[src/hw/rtl/rsq_pkg.sv]
// ----------------------------------------------------------------------------
// rsq_pkg
// Shared types and constants for the roulette selector with pick quota.
// ----------------------------------------------------------------------------
package rsq_pkg;

  localparam int MAX_ENTRIES_DEF  = 64;
  localparam int FITNESS_BITS_DEF = 24;
  localparam int RANDOM_BITS_DEF  = 16;

  localparam int QUOTA_W = 7;   // pick_quota register width
  localparam int SEL_W   = 6;   // selected_index port width
  localparam int CMD_W   = 2;

  typedef enum logic [CMD_W-1:0] {
    CMD_CLEAR = 2'd0,
    CMD_LOAD  = 2'd1,
    CMD_DRAW  = 2'd2
  } cmd_t;

  typedef enum logic [2:0] {
    ST_IDLE,
    ST_MUL,
    ST_SCAN,
    ST_UPD,
    ST_RESP
  } state_t;

  typedef enum logic {
    ALU_ADD,
    ALU_SUB
  } alu_op_t;

endpackage

[src/hw/rtl/rsq_alu.sv]
// ----------------------------------------------------------------------------
// rsq_alu
// Shared add/subtract unit: multiply steps, scan accumulation, sum updates.
// ----------------------------------------------------------------------------
module rsq_alu #(
  parameter int W = 46
) (
  input  rsq_pkg::alu_op_t op,
  input  logic [W-1:0]     a,
  input  logic [W-1:0]     b,
  output logic [W-1:0]     y
);

  logic [W-1:0] b_eff;

  always_comb begin
    case (op)
      rsq_pkg::ALU_SUB: b_eff = ~b;
      default:          b_eff = b;
    endcase
  end

  // subtract as a + ~b + 1
  assign y = a + b_eff + W'(op == rsq_pkg::ALU_SUB);

endmodule

[src/hw/rtl/rsq_table.sv]
// ----------------------------------------------------------------------------
// rsq_table
// Entry table: one write port, one registered read port.
// ----------------------------------------------------------------------------
module rsq_table #(
  parameter int DEPTH = 64,
  parameter int W     = 32,
  parameter int AW    = 6
) (
  input  logic          clk,
  input  logic          we,
  input  logic [AW-1:0] waddr,
  input  logic [W-1:0]  wdata,
  input  logic          re,
  input  logic [AW-1:0] raddr,
  output logic [W-1:0]  rdata
);

  logic [W-1:0] mem [DEPTH];

  always_ff @(posedge clk) begin
    if (we) begin
      mem[waddr] <= wdata;
    end
  end

  always_ff @(posedge clk) begin
    if (re) begin
      rdata <= mem[raddr];
    end
  end

endmodule

[src/hw/rtl/roulette_select_with_quota.sv]
// ----------------------------------------------------------------------------
// roulette_select_with_quota
// Sequence: clear, load and unused commands go from IDLE to RESP and on into the
//   output register; a draw runs MUL over the multiplier bits, SCAN up to the
//   pick, UPD on a hit, then RESP, which waits for a free output register.
// Throughput: one item at a time, in_ready only while idle; draw time is the
//   bit-serial scaling plus a one-entry-per-cycle scan on the one shared adder.
// Reset (rst, synchronous, active high): table empty, sum and quota zero.
// ----------------------------------------------------------------------------
module roulette_select_with_quota #(
  parameter int MAX_ENTRIES  = rsq_pkg::MAX_ENTRIES_DEF,
  parameter int FITNESS_BITS = rsq_pkg::FITNESS_BITS_DEF,
  parameter int RANDOM_BITS  = rsq_pkg::RANDOM_BITS_DEF
) (
  input  logic                         clk,
  input  logic                         rst,
  // command items
  input  logic                         in_valid,
  output logic                         in_ready,
  input  logic [rsq_pkg::CMD_W-1:0]    cmd,
  input  logic [FITNESS_BITS-1:0]      fitness,
  input  logic [RANDOM_BITS-1:0]       random_fraction,
  // result items
  output logic                         out_valid,
  input  logic                         out_ready,
  output logic [rsq_pkg::SEL_W-1:0]    selected_index,
  output logic                         selected_valid,
  output logic                         entry_retired,
  output logic                         table_full,
  // quota register write
  input  logic                         cfg_valid,
  output logic                         cfg_ready,
  input  logic [rsq_pkg::QUOTA_W-1:0]  pick_quota
);

  localparam int IDX_W  = (MAX_ENTRIES > 1) ? $clog2(MAX_ENTRIES) : 1;
  localparam int CNT_W  = $clog2(MAX_ENTRIES + 1);
  // MAX_ENTRIES values below 2^FITNESS_BITS each stay under 2^(F+IDX_W)
  localparam int SUM_W  = FITNESS_BITS + IDX_W;
  localparam int ACC_W  = SUM_W + RANDOM_BITS;
  localparam int MC_W   = $clog2(RANDOM_BITS);
  // pick count must hold any limit: quota register or entry count
  localparam int PICK_W = (CNT_W > rsq_pkg::QUOTA_W) ? CNT_W : rsq_pkg::QUOTA_W;
  localparam int MEM_W  = 1 + PICK_W + FITNESS_BITS;

  // --------------------------------------------------------------------------
  // State
  // --------------------------------------------------------------------------
  rsq_pkg::state_t state, state_next;

  logic [rsq_pkg::QUOTA_W-1:0] quota;
  logic [CNT_W-1:0]            entry_count;   // fill count; entries past it are dead
  logic [SUM_W-1:0]            fitness_sum;   // sum over active entries

  // draw working registers
  logic [RANDOM_BITS-1:0]      frac_r;
  logic [ACC_W-1:0]            acc;           // serial product frac * sum
  logic [MC_W-1:0]             mcnt;          // multiplier bit, MSB first
  logic [SUM_W-1:0]            target;
  logic [SUM_W-1:0]            run;           // running fitness total
  logic [CNT_W-1:0]            ridx;          // next table address to read
  logic                        dv;            // read data in flight is valid
  logic [IDX_W-1:0]            didx;          // index of the read data
  logic [IDX_W-1:0]            hit_idx;
  logic [PICK_W-1:0]           hit_cnt;
  logic [FITNESS_BITS-1:0]     hit_fit;

  // pending result
  logic [IDX_W-1:0]            res_idx;
  logic                        res_valid;
  logic                        res_ret;
  logic                        res_full;

  // --------------------------------------------------------------------------
  // Shared adder and table
  // --------------------------------------------------------------------------
  rsq_pkg::alu_op_t alu_op;
  logic [ACC_W-1:0] alu_a, alu_b, alu_y;

  rsq_alu #(.W(ACC_W)) u_alu (
    .op (alu_op),
    .a  (alu_a),
    .b  (alu_b),
    .y  (alu_y)
  );

  logic             mem_we, mem_re;
  logic [IDX_W-1:0] mem_waddr, mem_raddr;
  logic [MEM_W-1:0] mem_wdata, mem_rdata;

  // entry word: {active, pick count, fitness}
  rsq_table #(.DEPTH(MAX_ENTRIES), .W(MEM_W), .AW(IDX_W)) u_table (
    .clk   (clk),
    .we    (mem_we),
    .waddr (mem_waddr),
    .wdata (mem_wdata),
    .re    (mem_re),
    .raddr (mem_raddr),
    .rdata (mem_rdata)
  );

  logic [FITNESS_BITS-1:0] rd_fit;
  logic [PICK_W-1:0]       rd_cnt;
  logic                    rd_active;

  assign rd_fit    = mem_rdata[FITNESS_BITS-1:0];
  assign rd_cnt    = mem_rdata[FITNESS_BITS +: PICK_W];
  assign rd_active = mem_rdata[MEM_W-1];

  // --------------------------------------------------------------------------
  // Decode
  // --------------------------------------------------------------------------
  rsq_pkg::cmd_t in_cmd;
  logic          accept;
  logic          full;
  logic          out_slot;      // output register free or emptying now
  logic          hit;
  logic          more;          // entries left to read
  logic [PICK_W:0] cnt_inc;
  logic [PICK_W:0] limit;
  logic          retire;
  logic          load_ok;

  assign in_cmd    = rsq_pkg::cmd_t'(cmd);
  assign in_ready  = (state == rsq_pkg::ST_IDLE);
  assign accept    = in_valid && in_ready;
  assign cfg_ready = 1'b1;
  assign full      = (entry_count == CNT_W'(MAX_ENTRIES));
  assign out_slot  = !out_valid || out_ready;
  assign more      = (ridx < entry_count);
  assign load_ok   = (in_cmd == rsq_pkg::CMD_LOAD) && !full;

  // quota 0 means the number of entries loaded since clear
  assign cnt_inc = {1'b0, hit_cnt} + (PICK_W+1)'(1);
  assign limit   = (quota != '0)
                 ? {{(PICK_W+1-rsq_pkg::QUOTA_W){1'b0}}, quota}
                 : {{(PICK_W+1-CNT_W){1'b0}}, entry_count};
  assign retire  = (cnt_inc > limit);

  logic [ACC_W-1:0] sum_ext, run_ext, target_ext;
  logic [ACC_W-1:0] in_fit_ext, rd_fit_ext, hit_fit_ext;

  assign sum_ext     = {{(ACC_W-SUM_W){1'b0}}, fitness_sum};
  assign run_ext     = {{(ACC_W-SUM_W){1'b0}}, run};
  assign target_ext  = {{(ACC_W-SUM_W){1'b0}}, target};
  assign in_fit_ext  = {{(ACC_W-FITNESS_BITS){1'b0}}, fitness};
  assign rd_fit_ext  = {{(ACC_W-FITNESS_BITS){1'b0}}, rd_fit};
  assign hit_fit_ext = {{(ACC_W-FITNESS_BITS){1'b0}}, hit_fit};

  // --------------------------------------------------------------------------
  // Sequencer: next state and unit controls
  // --------------------------------------------------------------------------
  always_comb begin
    state_next = state;
    alu_op     = rsq_pkg::ALU_ADD;
    alu_a      = sum_ext;
    alu_b      = in_fit_ext;
    mem_we     = 1'b0;
    mem_waddr  = entry_count[IDX_W-1:0];
    mem_wdata  = {1'b1, {PICK_W{1'b0}}, fitness};
    mem_re     = 1'b0;
    mem_raddr  = ridx[IDX_W-1:0];
    hit        = 1'b0;
    case (state)
      rsq_pkg::ST_IDLE: begin
        // load: append at the fill count, sum += fitness
        if (accept) begin
          if (in_cmd == rsq_pkg::CMD_DRAW) begin
            state_next = rsq_pkg::ST_MUL;
          end else begin
            state_next = rsq_pkg::ST_RESP;
          end
          if (load_ok) begin
            mem_we = 1'b1;
          end
        end
      end
      rsq_pkg::ST_MUL: begin
        // acc = 2*acc + bit * sum
        alu_a = {acc[ACC_W-2:0], 1'b0};
        alu_b = frac_r[mcnt] ? sum_ext : '0;
        if (mcnt == '0) begin
          state_next = rsq_pkg::ST_SCAN;
        end
      end
      rsq_pkg::ST_SCAN: begin
        // check entry didx while the next address is read
        alu_a = run_ext;
        alu_b = rd_fit_ext;
        hit   = dv && rd_active && (alu_y >= target_ext);
        if (hit) begin
          state_next = rsq_pkg::ST_UPD;
        end else if (more) begin
          mem_re = 1'b1;
        end else if (!dv) begin
          state_next = rsq_pkg::ST_RESP;   // nothing active reached the target
        end
      end
      rsq_pkg::ST_UPD: begin
        alu_op     = rsq_pkg::ALU_SUB;
        alu_b      = hit_fit_ext;
        mem_we     = 1'b1;
        mem_waddr  = hit_idx;
        mem_wdata  = {!retire, cnt_inc[PICK_W-1:0], hit_fit};
        state_next = rsq_pkg::ST_RESP;
      end
      rsq_pkg::ST_RESP: begin
        if (out_slot) begin
          state_next = rsq_pkg::ST_IDLE;
        end
      end
      default: begin
        state_next = rsq_pkg::ST_IDLE;
      end
    endcase
  end

  always_ff @(posedge clk) begin
    if (rst) begin
      state <= rsq_pkg::ST_IDLE;
    end else begin
      state <= state_next;
    end
  end

  // --------------------------------------------------------------------------
  // Control registers
  // --------------------------------------------------------------------------
  always_ff @(posedge clk) begin
    if (rst) begin
      quota       <= '0;
      entry_count <= '0;
      fitness_sum <= '0;
      dv          <= 1'b0;
      out_valid   <= 1'b0;
    end else begin
      if (cfg_valid && cfg_ready) begin
        quota <= pick_quota;
      end
      // output register: refill on handoff, else drop once taken
      if (state == rsq_pkg::ST_RESP && out_slot) begin
        out_valid <= 1'b1;
      end else if (out_ready) begin
        out_valid <= 1'b0;
      end
      case (state)
        rsq_pkg::ST_IDLE: begin
          if (accept) begin
            case (in_cmd)
              rsq_pkg::CMD_CLEAR: begin
                entry_count <= '0;
                fitness_sum <= '0;
              end
              rsq_pkg::CMD_LOAD: begin
                if (!full) begin
                  entry_count <= entry_count + CNT_W'(1);
                  fitness_sum <= alu_y[SUM_W-1:0];
                end
              end
              default: begin
              end
            endcase
          end
        end
        rsq_pkg::ST_MUL: begin
          if (mcnt == '0) begin
            dv <= 1'b0;
          end
        end
        rsq_pkg::ST_SCAN: begin
          if (!hit) begin
            dv <= more;
          end
        end
        rsq_pkg::ST_UPD: begin
          if (retire) begin
            fitness_sum <= alu_y[SUM_W-1:0];
          end
        end
        default: begin
        end
      endcase
    end
  end

  // --------------------------------------------------------------------------
  // Datapath registers
  // --------------------------------------------------------------------------
  logic [rsq_pkg::SEL_W+IDX_W-1:0] sel_wide;

  assign sel_wide = {{rsq_pkg::SEL_W{1'b0}}, res_idx};

  always_ff @(posedge clk) begin
    case (state)
      rsq_pkg::ST_IDLE: begin
        if (accept) begin
          frac_r    <= random_fraction;
          acc       <= '0;
          mcnt      <= MC_W'(RANDOM_BITS - 1);
          res_idx   <= load_ok ? entry_count[IDX_W-1:0] : '0;
          res_valid <= load_ok;
          res_ret   <= 1'b0;
          res_full  <= (in_cmd == rsq_pkg::CMD_LOAD) && full;
        end
      end
      rsq_pkg::ST_MUL: begin
        acc  <= alu_y;
        mcnt <= mcnt - MC_W'(1);
        if (mcnt == '0) begin
          target <= alu_y[ACC_W-1:RANDOM_BITS];
          ridx   <= '0;
          run    <= '0;
        end
      end
      rsq_pkg::ST_SCAN: begin
        if (hit) begin
          hit_idx <= didx;
          hit_cnt <= rd_cnt;
          hit_fit <= rd_fit;
        end else begin
          if (dv && rd_active) begin
            run <= alu_y[SUM_W-1:0];
          end
          if (more) begin
            ridx <= ridx + CNT_W'(1);
            didx <= ridx[IDX_W-1:0];
          end
        end
      end
      rsq_pkg::ST_UPD: begin
        res_idx   <= hit_idx;
        res_valid <= 1'b1;
        res_ret   <= retire;
        res_full  <= 1'b0;
      end
      rsq_pkg::ST_RESP: begin
        if (out_slot) begin
          selected_index <= sel_wide[rsq_pkg::SEL_W-1:0];
          selected_valid <= res_valid;
          entry_retired  <= res_ret;
          table_full     <= res_full;
        end
      end
      default: begin
      end
    endcase
  end

  // --------------------------------------------------------------------------
  // Assertions
  // --------------------------------------------------------------------------
  a_count_bound: assert property (@(posedge clk) disable iff (rst)
    entry_count <= CNT_W'(MAX_ENTRIES))
    else $error("entry count beyond table depth");

  a_load_append: assert property (@(posedge clk) disable iff (rst)
    (accept && in_cmd == rsq_pkg::CMD_LOAD && !full)
    |=> entry_count == $past(entry_count) + CNT_W'(1))
    else $error("load did not advance the fill count");

  a_scan_in_fill: assert property (@(posedge clk) disable iff (rst)
    (state == rsq_pkg::ST_SCAN && dv) |-> ({1'b0, didx} < {1'b0, entry_count}))
    else $error("scan read past the fill count");

  a_retire_valid: assert property (@(posedge clk) disable iff (rst)
    (out_valid && entry_retired) |-> selected_valid)
    else $error("retire flagged without a selection");

  a_full_invalid: assert property (@(posedge clk) disable iff (rst)
    (out_valid && table_full) |-> !selected_valid && !entry_retired)
    else $error("refused load reported as a selection");

endmodule

[config.mk]
export PLATFORM = sky130hd
export DESIGN_NAME = roulette_select_with_quota
export DESIGN_NICKNAME = d
export VERILOG_FILES = /design/src/hw/rtl/rsq_pkg.sv /design/src/hw/rtl/rsq_alu.sv /design/src/hw/rtl/rsq_table.sv /design/src/hw/rtl/roulette_select_with_quota.sv
export SDC_FILE = /design/constraint.sdc
export NUM_CORES = 2
export LEC_CHECK = 0
export BUFFER_PORTS_ARGS = -buffer_cell sky130_fd_sc_hd__buf_2
export CAP_MARGIN = 25
export CORE_MARGIN = 2
export CORE_UTILIZATION = 55
export CTS_CLUSTER_DIAMETER = 200
export CTS_CLUSTER_SIZE = 8
export DETAILED_ROUTE_END_ITERATION = 10
export PLACE_DENSITY = 0.71
export SYNTH_ARGS = -nofsm -noshare
export SYNTH_HDL_FRONTEND = slang
export SYNTH_HIERARCHICAL = 1
export SYNTH_SLANG_ARGS = --single-unit
[constraint.sdc]
create_clock -name clk -period 11.5 [get_ports clk]
set_input_delay 0.575 -clock clk [delete_from_list [all_inputs] [get_ports clk]]
set_output_delay 0.575 -clock clk [all_outputs]
set_load 0.01 [all_outputs]
==> impl_results.md <==
- Arrival @ worst endpoint: 8.45 ns
- Routability-driven placement congestion ratio: 0.8816
- Standard cell core area: 171200 um^2
- Max-cap violations: 0
- Crit end category: register
- Leakage: 35.74 nW
- Most frequent cells after synthesis: sky130_fd_sc_hd__edfxtp_1, sky130_fd_sc_hd__mux4_2, sky130_fd_sc_hd__nand2_1
- Cell count after synthesis: 5029
- Die outline area: 175200 um^2
- Minimum setup slack after placement: 3.642 ns
- Number of cells traversed by the worst hold path: 3
- DRT iter0 DRCs: 7355
- Cell-internal power: 15.65 mW
- Post-synth top flop: sky130_fd_sc_hd__edfxtp_1
- Setup Viol. Count Final: 0
- Type of the worst setup path: register to register
- Via count: 50865
- Count of final max-slew check failures: 0
- Clock power share: 0.415
- Quantity of I/O buffers inserted on ports: 64
- FF-to-FF End: run[19]
- Worst rel slew slack: 0.2085
- Number of antenna-violating nets in the routed design: 0
- Post-CTS sizing: 0
- Synth-to-layout area growth: 13.72%
- Number of hold buffers added after cts: 24
- Number of buffers created by CTS: 340
- Top post-synthesis cells by area: sky130_fd_sc_hd__edfxtp_1, sky130_fd_sc_hd__mux4_2, sky130_fd_sc_hd__nand2_1
- Slack of the worst reg-to-reg path: 3.58 ns
- Worst-path fanout max: 30
- Fillers: 11342
- Placed cell areas: 98270 um^2
- Reg2reg path depth: 24
- Post-route setup TNS: 0 ns
- Cell at the root of the clock tree: sky130_fd_sc_hd__clkbuf_16
- Net load switching power: 5.126 mW
- Largest buffer count on any clock path: 4
- NumNets Final: 5490
- Buf+Inv Stages, Crit Path: 3
- Proportion of layout cells with a drive suffix above 1: 0.2383
- Power density over the cells: 193.3 nW/um^2
- Dominant delay contributor by cell family on the critical path: compound AO/OA/AOI/OAI gates
- Clock insertion delay at the later pin of the skew report: 0.93 ns
- Number of detailed-route iterations in the first pass: 5
- Outcome: complete, no violations
- Delay of the slowest cell on the worst path: 0.64 ns
- Share of flip-flops with an asynchronous set or reset after synthesis: 0
- Count of state elements after synthesis: 2322
- Wire length of the first global-routing pass: 355.4 mm
- Destination of the worst hold path: quota[2]
- Critical path required time: 12.03 ns
- CP Launch Type: register
- Measured slew at the worst slew-check pin: 1.184 ns
- Clock tree from TritonCTS: done
- GRT Util Overall: 0.2849
- CTS clock-pin slew for the worst setup and hold paths: 0.06 ns
- Share of the yosys chip area belonging to registers: 0.7325
- Setup skew after layout: 0.05546 ns
- Setup repair after global routing missed its margin: false
- Time the worst path needs with I/O delays and setup: 7.923 ns
- Average cell area after synthesis: 18.80 um^2
- Remaining routing DRC violations: 0
- Post-synth EDFFs: 2273
- Number of global-route vias before repair: 51204
- Tot Pwr: 20.78 mW
- Clk sink count: 2322
- Post-synthesis cell area: 94520 um^2
- Total number of H-tree levels: 5
- Total congestion overflow: 0
- Total Wirelength: 247.7 mm
- Cell type with the largest total area after synthesis: sky130_fd_sc_hd__edfxtp_1
- Cell area after layout: 107500 um^2
- Initial antenna violation count: 8
- Chain of cells forming the critical path: mux4_2, mux4_2, and2_1, buf_4, a211oi_2, nor2_1, xor2_1, ha_1, a21oi_1, o21ai_0, a221oi_1, o21ai_0, a21o_1, nand3_1, o31ai_2, xor2_1, nor4_1, nand4_1, a311oi_1, o211ai_1, nor3_1, buf_4, a41o_1, buf_4
- Final period util: 0.6889
- Peak supply drop: 0.1307 mV
- Reg2reg start: mcnt[0]
- Number of distinct library cells after synthesis: 85
- Die X-Extent: 418.6 um
- Number of top-level pins: 66
- Post-CTS setup buffers: 0
- Total number of yosys warnings: 6
- Cell with the biggest individual delay on the critical path: sky130_fd_sc_hd__mux4_2
- DR WL/cell: 32.51 um
- Hold Violations, Final: 0
- Die H: 418.6 um
- Area fraction of the dominant cell type after synthesis: 0.7221
- Combinational share of power: 0.119
- Largest net degree at the start of global routing: 106
- Cell repeated most along the worst path: sky130_fd_sc_hd__buf_4
- PnR worst setup slack: 3.577 ns
- Most frequent cell after synthesis: sky130_fd_sc_hd__edfxtp_1
- Detailed-placement wirelength estimate: 133.0 mm
- Worst hold path startpoint: cfg_valid
- Top achievable clock speed: 126.2 MHz
- Via density per instance: 6.676
- Switching Fraction: 0.2467
- Proportion of power drawn by flip-flops and latches: 0.466
- Initial core utilization: 0.5522
- Worst hold path type: primary input to register
- Standard-cell row count: 152
==> routing by layer <==
layer / GRT usage / up-vias / wire length [um]
met3: 0.06198 / 447 / 27060
li1: - / 20890 / -
met4: 0.1105 / 4 / 9412
met1: 0.4024 / 26428 / 95300
met2: 0.4393 / 3096 / 115900
met5: 0 / - / 22
==> worst reg2reg max path, stage by stage, from the launching register on <==
cell	delay (ns)
sky130_fd_sc_hd__edfxtp_1	0.55
sky130_fd_sc_hd__mux4_2	0.56
sky130_fd_sc_hd__mux4_2	0.64
sky130_fd_sc_hd__and2_1	0.22
sky130_fd_sc_hd__buf_4	0.24
sky130_fd_sc_hd__a211oi_2	0.29
sky130_fd_sc_hd__nor2_1	0.08
sky130_fd_sc_hd__xor2_1	0.14
sky130_fd_sc_hd__ha_1	0.42
sky130_fd_sc_hd__a21oi_1	0.32
sky130_fd_sc_hd__o21ai_0	0.23
sky130_fd_sc_hd__a221oi_1	0.54
sky130_fd_sc_hd__o21ai_0	0.15
sky130_fd_sc_hd__a21o_1	0.22
sky130_fd_sc_hd__nand3_1	0.24
sky130_fd_sc_hd__o31ai_2	0.10
sky130_fd_sc_hd__xor2_1	0.19
sky130_fd_sc_hd__nor4_1	0.56
sky130_fd_sc_hd__nand4_1	0.26
sky130_fd_sc_hd__a311oi_1	0.31
sky130_fd_sc_hd__o211ai_1	0.16
sky130_fd_sc_hd__nor3_1	0.25
sky130_fd_sc_hd__buf_4	0.23
sky130_fd_sc_hd__a41o_1	0.19
sky130_fd_sc_hd__buf_4	0.43
==> power by group through the flow <==
| stage | logic [mW] | clock network, mW | registers [mW] |
|---|---|---|---|
| global placement | 2.37 | 0 | 9.83 |
| finish | 2.48 | 8.61 | 9.69 |
| CTS | 2.44 | 8.71 | 9.69 |
| global route | 2.68 | 9.05 | 9.69 |
| detailed placement | 2.42 | 0 | 9.84 |
| floorplan | 1.64 | 0 | 9.79 |
==> state kept, by name (all words and copies together), names as in the netlist, 16 cells and up <==
register,count
run,30
frac_r,16
hit_fit,24
u_table/rdata,32
acc,45
fitness_sum,30
u_table/mem,2048
target,30
==> how the worst max path moves through the flow <==
stage	startpoint	to	slack [ns]	cells past startpoint
6_report	mcnt[0]	run[19]	3.58	24
5_1_grt	state[0]	run[19]	3.28	25
4_1_cts	mcnt[0]	hit_cnt[2]	3.60	23
3_5_place_dp	mcnt[0]	hit_fit[20]	3.64	23
3_3_place_gp	mcnt[0]	hit_fit[20]	3.76	23
2_1_floorplan	mcnt[0]	hit_cnt[0]	3.98	24
==> per-stage QoR <==
step,cells,util,hold slack (ns)
after floorplan,5044,-,0.4003
after detailed placement,7207,0.5741,0.4057
final,7619,0.6280,0.07209
after global routing,7617,0.6280,0.07118
after global placement,7204,0.5738,0.4021
after CTS,7613,0.6276,0.01678
==> cell families (layout without fill, tap and decap cells) <==
kind of cell / count (synthesis) / in the layout / synth area share
XOR/XNOR: 107 / 107 / 0.009915
adder cells (fa/ha/maj): 93 / 93 / 0.01239
flip-flops: 2322 / 2322 / 0.7325
multiplexers: 651 / 651 / 0.1417
other: 2 / 20 / 0.00007945
AO/OA/AOI/OAI: 567 / 567 / 0.04056
AND/OR/NAND/NOR: 940 / 940 / 0.04633
buffers and inverters: 347 / 686 / 0.01655
==> cells in the final DEF (no fill, tap or decap), drive strengths merged, types with 17 or more instances in the layout <==
cell type	n
edfxtp	2273
mux4	549
clkbuf	376
nand2	307
nor2	289
buf	221
a21oi	170
and2	105
mux2i	100
ha	92
o22ai	85
xor2	66
inv	60
nand4	52
o21ai	50
dfxtp	49
and3	49
a22oi	43
xnor2	41
a31oi	38
o211ai	34
nand3	33
a211oi	29
o221ai	27
nor3	25
dlygate4sd3	24
nor2b	22
a21o	17
conb	17
==> area by class of cell <==
class                      instances  area (um^2)  area share
clock inverter                     6        82.58   0.0007683
timing repair buffer             245         1889     0.01758
tap                             2233         2794     0.02599
multi-input combinational       2375        24420      0.2272
antenna                            3        7.507  0.00006984
sequential                      2322        69240      0.6441
clock buffer                     376         8835     0.08219
inverter                          59        224.0    0.002084
Note: power is estimated with default switching activity, not from simulation.
